<file path="src/rtl/core/rafdc_pkg.sv">
// ----------------------------------------------------------------------------
// rafdc_pkg
// Shared widths, codes and frame layout for the range/angle frame to drive
// command core.
// ----------------------------------------------------------------------------
package rafdc_pkg;

  localparam int BYTE_W   = 8;
  localparam int LIMIT_W  = 16;
  localparam int CFG_IDX_W = 2;
  localparam int CMD_LEN  = 10;
  localparam int CMD_IDX_W = $clog2(CMD_LEN);
  localparam int ANG_W    = BYTE_W + 1;

  // configuration register indexes
  localparam logic [CFG_IDX_W-1:0] CFG_NEAR  = 2'd0;
  localparam logic [CFG_IDX_W-1:0] CFG_FAR   = 2'd1;
  localparam logic [CFG_IDX_W-1:0] CFG_SPEED = 2'd2;

  localparam logic [LIMIT_W-1:0] NEAR_RST  = 16'd100;
  localparam logic [LIMIT_W-1:0] FAR_RST   = 16'd2000;
  localparam logic [BYTE_W-1:0]  SPEED_RST = 8'h0c;

  localparam logic [BYTE_W-1:0] HDR_FIRST  = 8'hD6;
  localparam logic [BYTE_W-1:0] HDR_SECOND = 8'h6D;
  localparam logic [BYTE_W-1:0] SYNC_A     = 8'hff;
  localparam logic [BYTE_W-1:0] SYNC_B     = 8'hfe;

  localparam logic [BYTE_W-1:0] TURN_NONE  = 8'h00;
  localparam logic [BYTE_W-1:0] TURN_RIGHT = 8'h02;
  localparam logic [BYTE_W-1:0] TURN_LEFT  = 8'h04;
  localparam logic [BYTE_W-1:0] TURN_BACK  = 8'h06;

  localparam logic signed [ANG_W-1:0] ANG_35  = 9'sd35;
  localparam logic signed [ANG_W-1:0] ANG_75  = 9'sd75;
  localparam logic signed [ANG_W-1:0] ANG_110 = 9'sd110;
  localparam logic signed [ANG_W-1:0] ANG_120 = 9'sd120;
  localparam logic signed [ANG_W-1:0] ANG_135 = 9'sd135;

  // one word of the command stream
  typedef struct packed {
    logic [BYTE_W-1:0] data;
    logic              last;
  } rafdc_word_t;

  // command picked by the steering rule
  typedef struct packed {
    logic              hit;
    logic [BYTE_W-1:0] m;
    logic [BYTE_W-1:0] x;
    logic [BYTE_W-1:0] y;
    logic [BYTE_W-1:0] t;
  } rafdc_cmd_t;

  // FF FE m 00 x 00 y 00 00 t
  function automatic rafdc_word_t frame_word(input logic [CMD_IDX_W-1:0] idx,
                                             input rafdc_cmd_t c);
    rafdc_word_t w;
    w.last = (idx == CMD_IDX_W'(CMD_LEN - 1));
    case (idx)
      4'd0:    w.data = SYNC_A;
      4'd1:    w.data = SYNC_B;
      4'd2:    w.data = c.m;
      4'd4:    w.data = c.x;
      4'd6:    w.data = c.y;
      4'd9:    w.data = c.t;
      default: w.data = '0;
    endcase
    return w;
  endfunction

endpackage

</file>
<file path="src/rtl/core/rafdc_in_if.sv">
// ----------------------------------------------------------------------------
// rafdc_in_if
// Received byte channel.
// ----------------------------------------------------------------------------
interface rafdc_in_if;
  logic                          valid;
  logic                          ready;
  logic [rafdc_pkg::BYTE_W-1:0]  rx_byte;

  modport source (output valid, output rx_byte, input ready);
  modport sink   (input valid, input rx_byte, output ready);
endinterface

</file>
<file path="src/rtl/core/rafdc_out_if.sv">
// ----------------------------------------------------------------------------
// rafdc_out_if
// Drive command byte channel.
// ----------------------------------------------------------------------------
interface rafdc_out_if;
  logic                          valid;
  logic                          ready;
  logic [rafdc_pkg::BYTE_W-1:0]  cmd_byte;
  logic                          frame_end;

  modport source (output valid, output cmd_byte, output frame_end, input ready);
  modport sink   (input valid, input cmd_byte, input frame_end, output ready);
endinterface

</file>
<file path="src/rtl/core/rafdc_cfg_if.sv">
// ----------------------------------------------------------------------------
// rafdc_cfg_if
// Configuration register write channel.
// ----------------------------------------------------------------------------
interface rafdc_cfg_if;
  logic                            valid;
  logic                            ready;
  logic [rafdc_pkg::CFG_IDX_W-1:0] index;
  logic [rafdc_pkg::LIMIT_W-1:0]   data;

  modport source (output valid, output index, output data, input ready);
  modport sink   (input valid, input index, input data, output ready);
endinterface

</file>
<file path="src/rtl/core/rafdc_parser.sv">
// ----------------------------------------------------------------------------
// rafdc_parser
// Header hunt, payload capture and steering sector selection.
// ----------------------------------------------------------------------------
module rafdc_parser import rafdc_pkg::*; (
  input  logic               clk,
  input  logic               rst_n,
  input  logic               acc,
  input  logic [BYTE_W-1:0]  rx_byte,
  input  logic [LIMIT_W-1:0] near_limit,
  input  logic [LIMIT_W-1:0] far_limit,
  input  logic [BYTE_W-1:0]  speed_byte,
  output logic               final_byte,
  output rafdc_cmd_t         cmd
);

  typedef enum logic [2:0] {
    PH_HUNT,
    PH_HDR2,
    PH_DLO,
    PH_DHI,
    PH_ANGA,
    PH_ANGB
  } phase_t;

  phase_t            phase_r, phase_nxt;
  logic [BYTE_W-1:0] dlo_r, dhi_r, anga_r;

  logic [LIMIT_W-1:0]     dist_val;
  logic signed [ANG_W-1:0] ang;
  logic                   go;
  logic                   last_sector;
  logic [BYTE_W-1:0]      sx, sy, st;

  always_comb begin
    case (phase_r)
      PH_HDR2: begin
        if (rx_byte == HDR_SECOND) phase_nxt = PH_DLO;
        else if (rx_byte == HDR_FIRST) phase_nxt = PH_HDR2;
        else phase_nxt = PH_HUNT;
      end
      PH_DLO:  phase_nxt = PH_DHI;
      PH_DHI:  phase_nxt = PH_ANGA;
      PH_ANGA: phase_nxt = PH_ANGB;
      PH_ANGB: phase_nxt = PH_HUNT;
      default: phase_nxt = (rx_byte == HDR_FIRST) ? PH_HDR2 : PH_HUNT;
    endcase
  end

  always_ff @(posedge clk) begin
    if (!rst_n) begin
      phase_r <= PH_HUNT;
    end else if (acc) begin
      phase_r <= phase_nxt;
    end
  end

  always_ff @(posedge clk) begin
    if (acc && phase_r == PH_DLO) dlo_r <= rx_byte;
    if (acc && phase_r == PH_DHI) dhi_r <= rx_byte;
    if (acc && phase_r == PH_ANGA) anga_r <= rx_byte;
  end

  assign final_byte = (phase_r == PH_ANGB);
  assign dist_val = {dhi_r, dlo_r};
  assign ang  = $signed({1'b0, anga_r}) - $signed({1'b0, rx_byte});
  assign go   = (dist_val > near_limit) && (dist_val < far_limit);

  // first matching sector wins; angles of exactly +-35, +-75 and +-110 match nothing
  always_comb begin
    cmd.hit     = 1'b1;
    last_sector = 1'b0;
    sx = '0;
    sy = '0;
    st = TURN_NONE;
    if (ang > -ANG_35 && ang < ANG_35) begin
      sy = speed_byte;
    end else if (ang > ANG_35 && ang < ANG_75) begin
      sx = speed_byte; sy = speed_byte;
    end else if (ang > ANG_75 && ang < ANG_110) begin
      sx = speed_byte;
    end else if (ang > ANG_110 && ang < ANG_135) begin
      sx = speed_byte; sy = speed_byte; st = TURN_RIGHT;
    end else if (ang > -ANG_75 && ang < -ANG_35) begin
      sx = speed_byte; sy = speed_byte; st = TURN_LEFT;
    end else if (ang > -ANG_110 && ang < -ANG_75) begin
      sx = speed_byte; st = TURN_LEFT;
    end else if (ang > -ANG_135 && ang < -ANG_110) begin
      sx = speed_byte; sy = speed_byte; st = TURN_BACK;
    end else if (ang < -ANG_120 || ang > ANG_120) begin
      sy = speed_byte; st = TURN_RIGHT; last_sector = 1'b1;
    end else begin
      cmd.hit = 1'b0;
    end

    if (go) begin
      cmd.m = 8'd1;
      cmd.x = sx;
      cmd.y = sy;
      cmd.t = st;
    end else begin
      cmd.m = last_sector ? 8'd0 : 8'd1;
      cmd.x = '0;
      cmd.y = '0;
      cmd.t = TURN_NONE;
    end
  end

endmodule

</file>
<file path="src/rtl/core/rafdc_cell.sv">
// ----------------------------------------------------------------------------
// rafdc_cell
// One stage of the command shift line: loads in parallel, shifts toward the
// output on each taken word.
// ----------------------------------------------------------------------------
module rafdc_cell import rafdc_pkg::*; (
  input  logic        clk,
  input  logic        rst_n,
  input  logic        load,
  input  logic        shift,
  input  rafdc_word_t load_w,
  input  rafdc_word_t nbr_w,
  input  logic        nbr_vld,
  output rafdc_word_t word_r,
  output logic        vld_r
);

  logic vld_nxt;

  always_comb begin
    if (load) vld_nxt = 1'b1;
    else if (shift) vld_nxt = nbr_vld;
    else vld_nxt = vld_r;
  end

  always_ff @(posedge clk) begin
    if (!rst_n) begin
      vld_r <= 1'b0;
    end else begin
      vld_r <= vld_nxt;
    end
  end

  always_ff @(posedge clk) begin
    if (load) word_r <= load_w;
    else if (shift) word_r <= nbr_w;
  end

endmodule

</file>
<file path="src/rtl/core/range_angle_frame_to_drive_command_core.sv">
// ----------------------------------------------------------------------------
// range_angle_frame_to_drive_command_core
// Parses D6 6D ranging frames and answers in-sector ones with drive commands.
// ----------------------------------------------------------------------------
// The core takes one received byte per clock. On the last payload byte of a
// frame whose angle falls in a sector, the ten command words are loaded at
// once into a ten-cell shift line and leave it one word per ready cycle at
// the head cell, the first one in the cycle after that byte is taken. That last
// payload byte is held off only while the previous command still has a word
// in the line that does not leave in that same cycle; all other bytes are
// taken every cycle. Configuration writes are always ready. No clearing pass.
// ----------------------------------------------------------------------------
module range_angle_frame_to_drive_command_core import rafdc_pkg::*; (
  input  logic         clk,
  input  logic         rst_n,
  rafdc_in_if.sink     in_ch,
  rafdc_out_if.source  out_ch,
  rafdc_cfg_if.sink    cfg_ch
);

  logic [LIMIT_W-1:0] near_r, far_r;
  logic [BYTE_W-1:0]  speed_r;

  logic        in_acc;
  logic        final_byte;
  rafdc_cmd_t  cmd;
  logic        load;
  logic        shift;
  logic        line_free;

  rafdc_word_t words [CMD_LEN+1];
  logic [CMD_LEN:0] vld;

  assign cfg_ch.ready = 1'b1;

  always_ff @(posedge clk) begin
    if (!rst_n) begin
      near_r  <= NEAR_RST;
      far_r   <= FAR_RST;
      speed_r <= SPEED_RST;
    end else if (cfg_ch.valid) begin
      case (cfg_ch.index)
        CFG_NEAR:  near_r  <= cfg_ch.data;
        CFG_FAR:   far_r   <= cfg_ch.data;
        CFG_SPEED: speed_r <= cfg_ch.data[BYTE_W-1:0];
        default: ;
      endcase
    end
  end

  // line can take a new command when empty or emptying this cycle
  assign line_free    = !vld[0] || (!vld[1] && out_ch.ready);
  assign in_ch.ready  = !final_byte || line_free;
  assign in_acc       = in_ch.valid && in_ch.ready;
  assign load         = in_acc && final_byte && cmd.hit;
  assign shift        = vld[0] && out_ch.ready;

  rafdc_parser u_parser (
    .clk        (clk),
    .rst_n      (rst_n),
    .acc        (in_acc),
    .rx_byte    (in_ch.rx_byte),
    .near_limit (near_r),
    .far_limit  (far_r),
    .speed_byte (speed_r),
    .final_byte (final_byte),
    .cmd        (cmd)
  );

  assign words[CMD_LEN] = '0;
  assign vld[CMD_LEN]   = 1'b0;

  for (genvar i = 0; i < CMD_LEN; i++) begin : g_cell
    rafdc_cell u_cell (
      .clk     (clk),
      .rst_n   (rst_n),
      .load    (load),
      .shift   (shift),
      .load_w  (frame_word(CMD_IDX_W'(i), cmd)),
      .nbr_w   (words[i+1]),
      .nbr_vld (vld[i+1]),
      .word_r  (words[i]),
      .vld_r   (vld[i])
    );
  end

  assign out_ch.valid     = vld[0];
  assign out_ch.cmd_byte  = words[0].data;
  assign out_ch.frame_end = words[0].last;

endmodule
</file>
<file path="src/flat_wrapper.sv">
// flat-port wrapper written by rule: the top's interface ports become plain ports
module range_angle_frame_to_drive_command_core_flat import rafdc_pkg::*;
  (clk, rst_n, in_ch_valid, in_ch_rx_byte, in_ch_ready, out_ch_valid, out_ch_cmd_byte, out_ch_frame_end, out_ch_ready, cfg_ch_valid, cfg_ch_index, cfg_ch_data, cfg_ch_ready);
  rafdc_in_if in_ch_i ();
  rafdc_out_if out_ch_i ();
  rafdc_cfg_if cfg_ch_i ();
  input  logic clk;
  input  logic rst_n;
  input wire logic [$bits(in_ch_i.valid)-1:0] in_ch_valid;
  input wire logic [$bits(in_ch_i.rx_byte)-1:0] in_ch_rx_byte;
  output wire logic [$bits(in_ch_i.ready)-1:0] in_ch_ready;
  output wire logic [$bits(out_ch_i.valid)-1:0] out_ch_valid;
  output wire logic [$bits(out_ch_i.cmd_byte)-1:0] out_ch_cmd_byte;
  output wire logic [$bits(out_ch_i.frame_end)-1:0] out_ch_frame_end;
  input wire logic [$bits(out_ch_i.ready)-1:0] out_ch_ready;
  input wire logic [$bits(cfg_ch_i.valid)-1:0] cfg_ch_valid;
  input wire logic [$bits(cfg_ch_i.index)-1:0] cfg_ch_index;
  input wire logic [$bits(cfg_ch_i.data)-1:0] cfg_ch_data;
  output wire logic [$bits(cfg_ch_i.ready)-1:0] cfg_ch_ready;
  assign in_ch_i.valid = in_ch_valid;
  assign in_ch_i.rx_byte = in_ch_rx_byte;
  assign in_ch_ready = in_ch_i.ready;
  assign out_ch_valid = out_ch_i.valid;
  assign out_ch_cmd_byte = out_ch_i.cmd_byte;
  assign out_ch_frame_end = out_ch_i.frame_end;
  assign out_ch_i.ready = out_ch_ready;
  assign cfg_ch_i.valid = cfg_ch_valid;
  assign cfg_ch_i.index = cfg_ch_index;
  assign cfg_ch_i.data = cfg_ch_data;
  assign cfg_ch_ready = cfg_ch_i.ready;
  range_angle_frame_to_drive_command_core u_core (.clk(clk), .rst_n(rst_n), .in_ch(in_ch_i), .out_ch(out_ch_i), .cfg_ch(cfg_ch_i));
endmodule
</file>
<file path="config.mk">
export PLATFORM = sky130hd
export DESIGN_NAME = range_angle_frame_to_drive_command_core_flat
export DESIGN_NICKNAME = d
export VERILOG_FILES = /design/src/rtl/core/rafdc_pkg.sv /design/src/rtl/core/rafdc_in_if.sv /design/src/rtl/core/rafdc_out_if.sv /design/src/rtl/core/rafdc_cfg_if.sv /design/src/rtl/core/rafdc_parser.sv /design/src/rtl/core/rafdc_cell.sv /design/src/rtl/core/range_angle_frame_to_drive_command_core.sv /design/src/flat_wrapper.sv
export SDC_FILE = /design/constraint.sdc
export NUM_CORES = 1
export LEC_CHECK = 0
export BUFFER_PORTS_ARGS = -buffer_cell sky130_fd_sc_hd__buf_2
export CAP_MARGIN = 20
export CORE_UTILIZATION = 62
export DETAILED_ROUTE_END_ITERATION = 12
export PLACE_DENSITY = 0.8
export SYNTH_ARGS = -nofsm -noshare
export SYNTH_HDL_FRONTEND = slang
export SYNTH_HIERARCHICAL = 1
export SYNTH_SLANG_ARGS = --single-unit
</file>
<file path="constraint.sdc">
create_clock -name clk -period 6 [get_ports clk]
set_clock_uncertainty 0.05 [all_clocks]
set_input_delay 0.3 -clock clk [delete_from_list [all_inputs] [get_ports clk]]
set_output_delay 0.3 -clock clk [all_outputs]
set_load 0.005 [all_outputs]
</file>
==> results of run 1 <==
## state kept, by name, summed over array words and instances, names as in the netlist
signal,flops
u_core/far_r,16
u_core/g_cell.u_cell/vld_r,10
u_core/g_cell.u_cell/word_r,90
u_core/near_r,16
u_core/speed_r,8
u_core/u_parser/anga_r,8
u_core/u_parser/dhi_r,8
u_core/u_parser/dlo_r,8
u_core/u_parser/phase_r,3
## worst paths after layout
path                                                       to  slack [ns]                                start
setup reg to reg  u_core/g_cell[2].u_cell/word_r[6]$_DFFE_PP_        1.15  u_core/u_parser/anga_r[0]$_DFFE_PP_
setup / recovery  u_core/g_cell[2].u_cell/word_r[6]$_DFFE_PP_        1.15  u_core/u_parser/anga_r[0]$_DFFE_PP_
hold / removal             u_core/u_parser/dhi_r[3]$_DFFE_PP_        0.06                     in_ch_rx_byte[3]
hold reg to reg                 u_core/far_r[12]$_SDFFE_PN0P_        0.41        u_core/far_r[12]$_SDFFE_PN0P_
## through the flow
stage               area [um^2]  hold WS (ns)  utilization (%)  power, uW  setup slack (ns)
floorplan                  9520         0.349                -       1390              1.15
global placement           9700         0.393             66.7       1430              1.17
finish                    10300        0.0579             71.1       2500              1.15
CTS                       10300        0.0426             70.9       2510              1.02
global route              10300        0.0456             71.1       2580             0.883
detailed placement         9700         0.400             66.8       1430             0.924
## critical path, delay by kind of cell (launching register included)
family / cells / cell delay (ns)
multiplexers: 1 / 0.36
buffers and inverters: 3 / 0.45
AO/OA/AOI/OAI: 6 / 2.04
AND/OR/NAND/NOR: 3 / 0.38
adder cells (fa/ha/maj): 2 / 0.63
flip-flops: 1 / 0.36
XOR/XNOR: 1 / 0.31
## power breakdown
part           total, uW  leakage (uW)  internal, uW  switching (uW)
Combinational        184       0.00253          68.4             116
Sequential          1230       0.00145          1230            6.16
Clock               1080      0.000305           632             450
Total               2500       0.00429          1930             572
## layout make-up
type,instances,area [um^2]
sequential,167,4480
tap,184,230
fill,1021,4200
inverter,55,206
clock buffer,21,526
clock inverter,11,80.1
timing repair buffer,49,315
multi-input combinational,554,4500
## cell usage in the layout, fill, tap and decap left out, types with 4 or more instances in the layout
cell | netlist | final
mux2_2 | 10 | 10
nor2_1 | 15 | 15
o211ai_1 | 7 | 7
a21oi_1 | 27 | 26
nand4b_1 | 7 | 7
ha_1 | 40 | 40
inv_1 | 54 | 54
mux2_4 | 90 | 90
dfxtp_1 | 53 | 53
nand2_1 | 72 | 72
nand2b_1 | 7 | 7
nor2b_1 | 15 | 15
nand3b_1 | 4 | 4
nor3_1 | 5 | 5
o21a_1 | 13 | 13
and2_1 | 9 | 9
buf_2 | 7 | 41
conb_1 | 3 | 82
nand4_1 | 8 | 8
mux2i_1 | 34 | 34
o21ai_0 | 16 | 16
clkbuf_16 | 0 | 21
buf_12 | 0 | 4
or2_2 | 10 | 10
clkinv_4 | 0 | 5
nand3_1 | 8 | 8
a21o_1 | 8 | 8
edfxtp_1 | 114 | 114
## logic make-up after synthesis
family,after synthesis
muxes,134
DFF,167
xor gates and xnor gates,7
buffers and inverters,99
and+or+nand+nor,182
adders and majority gates,41
other,3
AOI/OAI and AO/OA,108
## layer usage
layer	wire length (um)	track usage, %	share of wire, %
met1	7280	27.4	43
met2	8440	41.8	50
met3	823	5.36	4.9
met4	377	10.4	2.2
met5	0	0	0
==> flow_summary.json, run 1 <==
{
  "tightest_slew_ns": 1.00,
  "holdCritPathClass": "in -> reg",
  "antenna_left": 0,
  "synth_xor_xnor_area_share_pct": 0.909,
  "worst_setup_path_end_kind": "register",
  "coreArea_um2": 14500,
  "slew_viol_final": 0,
  "drtIter0Drc": 327,
  "crit_required_ns": 6.12,
  "synth_top_family_by_area": "multiplexers",
  "synth_compound_area_share_pct": 8.67,
  "crit_arrival_ns": 4.98,
  "max_slew_margin_pct": 33.1,
  "yosysUniqueCellTypes": 78,
  "drc": 0,
  "grt.total_usage_pct": 23.7,
  "cts_max_level": 4,
  "slowest_stage": "a21oi_4",
  "async_reset_ff_share_pct": 0,
  "period_needed_ns": 4.85,
  "synthTopCellsByArea": "edfxtp_1, mux2_4, dfxtp_1",
  "nets": 916,
  "slowest_delay_ns": 0.62,
  "synthMuxAreaShare_pct": 19.6,
  "yosysTopAreaCellShare_pct": 37.1,
  "gp_congestion": 0.909,
  "grt_setup_unrepaired": "false",
  "synth_seq_cells": 167,
  "ys_top_cells_by_count": "edfxtp_1, mux2_4, nand2_1",
  "overflow": 0,
  "setup-tns-final_ns": 0,
  "yosysMostFrequentCell": "edfxtp_1",
  "drt_pass1_iterations": 5,
  "area_growth_pct": 12.1,
  "synth_warnings": 6,
  "p_per_area_nw_per_um2": 242,
  "grt_pass1_vias": 5942,
  "critPathKind": "reg -> reg",
  "synthFlopType": "edfxtp_1",
  "avgSynthCellArea_um2": 12.4,
  "grt_pass1_wl_um": 27200,
  "cts_buffers": 17,
  "synth_area_um2": 9220,
  "initial_utilization_pct": 63.4,
  "maxCapViolations": 0,
  "die-width_um": 124,
  "post_route_cells_drive_above_1_share_pct": 24.5,
  "die_y_um": 124,
  "synth-simple-area-share_pct": 10.5,
  "pin_count": 43,
  "ys_seq_area_share_pct": 48.6,
  "place_inst": 1007,
  "wl_um": 16900,
  "antenna_found_initial": 0,
  "dp_hpwl_um": 12000,
  "period_share_pct": 80.9,
  "clock-sinks": 167,
  "n_antenna_cell": 0,
  "cts-root-buf": "clkbuf_16",
  "vias_per_cell": 5.57,
  "clock_path_buffers": 2,
  "irDropWorstVdd_uv": 207,
  "wire_per_inst_um": 16.3,
  "post_cts_resized": 0,
  "cts_tree": "yes",
  "clock_latency_ns": 0.42,
  "cellLeakagePower_uw": 0.00429,
  "status": "complete, no violations",
  "dieArea_um2": 15400,
  "grt_max_degree": 72,
  "reg2regPathDepth": 16,
  "holdPathStages": 1,
  "syn_inst": 741,
  "worstPathMaxFanout": 34,
  "row_count": 44,
  "hold_buffers": 0,
  "synth_area_leader_cell": "edfxtp_1",
  "final_cells": 1041,
  "cp-start-kind": "register",
  "synth_edf_count": 114,
  "clk_pin_slew_ns": 0.06,
  "setup_violations": 0,
  "hold_viol_final": 0,
  "cts_setup_buffers": 0,
  "num_vias": 5800,
  "synthAdderAreaFrac_pct": 5.64,
  "fmaxAchievable_mhz": 206,
  "crit_chain": "inv_1 -> ha_1 -> inv_1 -> fa_1 -> a21o_2 -> a21oi_4 -> xor2_2 -> nor3_1 -> a2111oi_0 -> o2bb2ai_1 -> o21ai_0 -> nand3b_1 -> nand3_1 -> a21oi_4 -> buf_12 -> mux2_2",
  "numPortBuffers": 41
}
No activity file was read; power rests on OpenSTA's default activity.
==> inputs of run 2 (changes only) <==
==> constraint.sdc (replaced) <==
create_clock -name clk -period 4.7 [get_ports clk]
set_clock_uncertainty 0.05 [all_clocks]
set_input_delay 0.235 -clock clk [delete_from_list [all_inputs] [get_ports clk]]
set_output_delay 0.235 -clock clk [all_outputs]
set_load 0.005 [all_outputs]
==> run 2 against run 1 <==
  * Count of clock-buffer cells in the layout fell by 4
  * Maximum frequency rose by 7.9%
  * First-iteration DRC count fell by 0.92%
  * Worst hold slack got worse by 0.033 ns
  * Largest power group unchanged
  * Cell area rose by 0.39%
==> flow_summary.json, run 2 (synthesis gave the netlist of run 1 again) <==
{
  "status": "complete, no violations",
  "dieArea_um2": 15400,
  "p_per_area_nw_per_um2": 312,
  "setup-tns-final_ns": 0,
  "hold_viol_final": 0,
  "grt_max_degree": 72,
  "clk_pin_slew_ns": 0.07,
  "worstPathMaxFanout": 15,
  "crit_required_ns": 4.83,
  "wire_per_inst_um": 16.3,
  "nets": 922,
  "antenna_found_initial": 0,
  "slew_viol_final": 0,
  "period_share_pct": 95.7,
  "irDropWorstVdd_uv": 262,
  "fmaxAchievable_mhz": 222,
  "n_antenna_cell": 0,
  "vias_per_cell": 5.57,
  "holdCritPathClass": "in -> reg",
  "fillers": 1005,
  "maxCapViolations": 0,
  "cts_buffers": 17,
  "die_y_um": 124,
  "dp_hpwl_um": 12100,
  "swShare_pct": 22.8,
  "period_needed_ns": 4.50,
  "initial_utilization_pct": 63.4,
  "drtIter0Drc": 324,
  "cts_max_level": 4,
  "max_slew_margin_pct": 35.2,
  "gp_congestion": 0.870,
  "cellLeakagePower_uw": 0.00431,
  "coreArea_um2": 14500,
  "area_growth_pct": 12.5,
  "pwr-share-comb_pct": 7.4,
  "setup_violations": 0,
  "seq_power_share_pct": 48.7,
  "hold_slack_ns": 0.0253,
  "cts_tree": "yes",
  "drt_pass1_iterations": 5,
  "die-width_um": 124,
  "clock_latency_ns": 0.43,
  "clockPowerShare_pct": 43.9,
  "overflow": 0,
  "row_count": 44,
  "largest_register_ffs": 90,
  "wl_um": 17100,
  "clock_path_buffers": 2,
  "grt_pass1_wl_um": 28100,
  "cts-root-buf": "clkbuf_16",
  "clock-sinks": 167,
  "top_register": "u_core/g_cell.u_cell/word_r",
  "layout_commonest_cell": "edfxtp_1",
  "pin_count": 43,
  "critPathKind": "reg -> reg",
  "drc": 0,
  "p_total_uw": 3230,
  "crit_arrival_ns": 4.63,
  "cp-start-kind": "register",
  "p_sw_uw": 738,
  "most-common-layout-cells": "edfxtp_1, mux2_4, conb_1",
  "antenna_left": 0,
  "num_vias": 5832,
  "tightest_slew_ns": 0.971,
  "grt_pass1_vias": 5929,
  "reg_top3": "u_core/g_cell.u_cell/word_r (90), u_core/far_r (16), u_core/near_r (16)",
  "grt.total_usage_pct": 24.5,
  "cts_setup_buffers": 0,
  "p_int_uw": 2500,
  "numPortBuffers": 41,
  "worst_setup_path_end_kind": "register",
  "post_route_cells_drive_above_1_share_pct": 24.7,
  "grt_setup_unrepaired": "false"
}
==> run 2: cell types whose count changed in the layout (fill, tap and decap cells not counted), moves of 3 or more <==
cell           delta
dlygate4sd3_1     +3
clkbuf_16         -4
bufinv_16         +3
clkinv_4          -3
buf_4             +4
==> run 2: metal layers <==
layer / global-route usage [%] / vias to the layer above / share of wire (%)
met5: 0 / - / 0
met4: 8.71 / 0 / 1.8
met3: 5.91 / 26 / 4.2
met2: 43.6 / 149 / 51
met1: 28.6 / 2840 / 43
li1: - / 2817 / -
==> run 2: path summary, 6_finish.rpt <==
check	start	end	slack, ns	cells after the start
worst min register to register	u_core/near_r[13]$_SDFFE_PN0P_	u_core/near_r[13]$_SDFFE_PN0P_	0.41	2
worst max register to register	u_core/u_parser/anga_r[0]$_DFFE_PP_	u_core/g_cell[6].u_cell/word_r[6]$_DFFE_PP_	0.20	16
worst min-delay path	cfg_ch_data[13]	u_core/near_r[13]$_SDFFE_PN0P_	0.03	3
worst max-delay path	u_core/u_parser/anga_r[0]$_DFFE_PP_	u_core/g_cell[6].u_cell/word_r[6]$_DFFE_PP_	0.20	16
==> run 2: power groups by stage <==
stage / registers, uW / clock network (uW) / logic, uW
floorplan: 1600 / 0 / 176
global route: 1580 / 1510 / 263
detailed placement: 1610 / 0 / 225
CTS: 1580 / 1450 / 229
finish: 1580 / 1420 / 238
global placement: 1610 / 0 / 217
==> run 2: final cells by class <==
cell class,instances,area (um^2),area share (%)
Multi-Input combinational cell,554,4500,43.3
Sequential cell,167,4480,43.2
Clock buffer,17,425,4.10
Timing Repair Buffer,55,359,3.46
Tap cell,184,230,2.22
Inverter,55,206,1.99
Clock inverter,15,176,1.70
==> run 2: critical path, cell delays in order, from the launching register on <==
cell and delay [ns]:
edfxtp_1 0.38, inv_1 0.09, ha_1 0.14, inv_1 0.04
fa_1 0.47, a21o_2 0.30, a21oi_4 0.21, xor2_2 0.26
nor3_1 0.11, a2111oi_0 0.54, o2bb2ai_1 0.26, o21ai_0 0.16
nand3b_1 0.13, nand3_1 0.12, a21oi_4 0.27, buf_4 0.33
mux2_2 0.37
==> run 2: repair_timing <==
action,4_1_cts,5_1_grt
endpoints found under the hold margin,3,0
setup endpoints to repair,0,22
resized for setup,0,1
hold buffers,3,0
==> run 2: through the flow <==
step	area (um^2)	setup WS, ns	utilization (%)	instances
2_1_floorplan	9520	0.384	-	820
3_3_place_gp	9710	0.424	66.8	1010
3_5_place_dp	9720	0.269	66.9	1011
4_1_cts	10400	0.261	71.2	1046
5_1_grt	10400	0.0420	71.4	1047
6_report	10400	0.201	71.4	1047
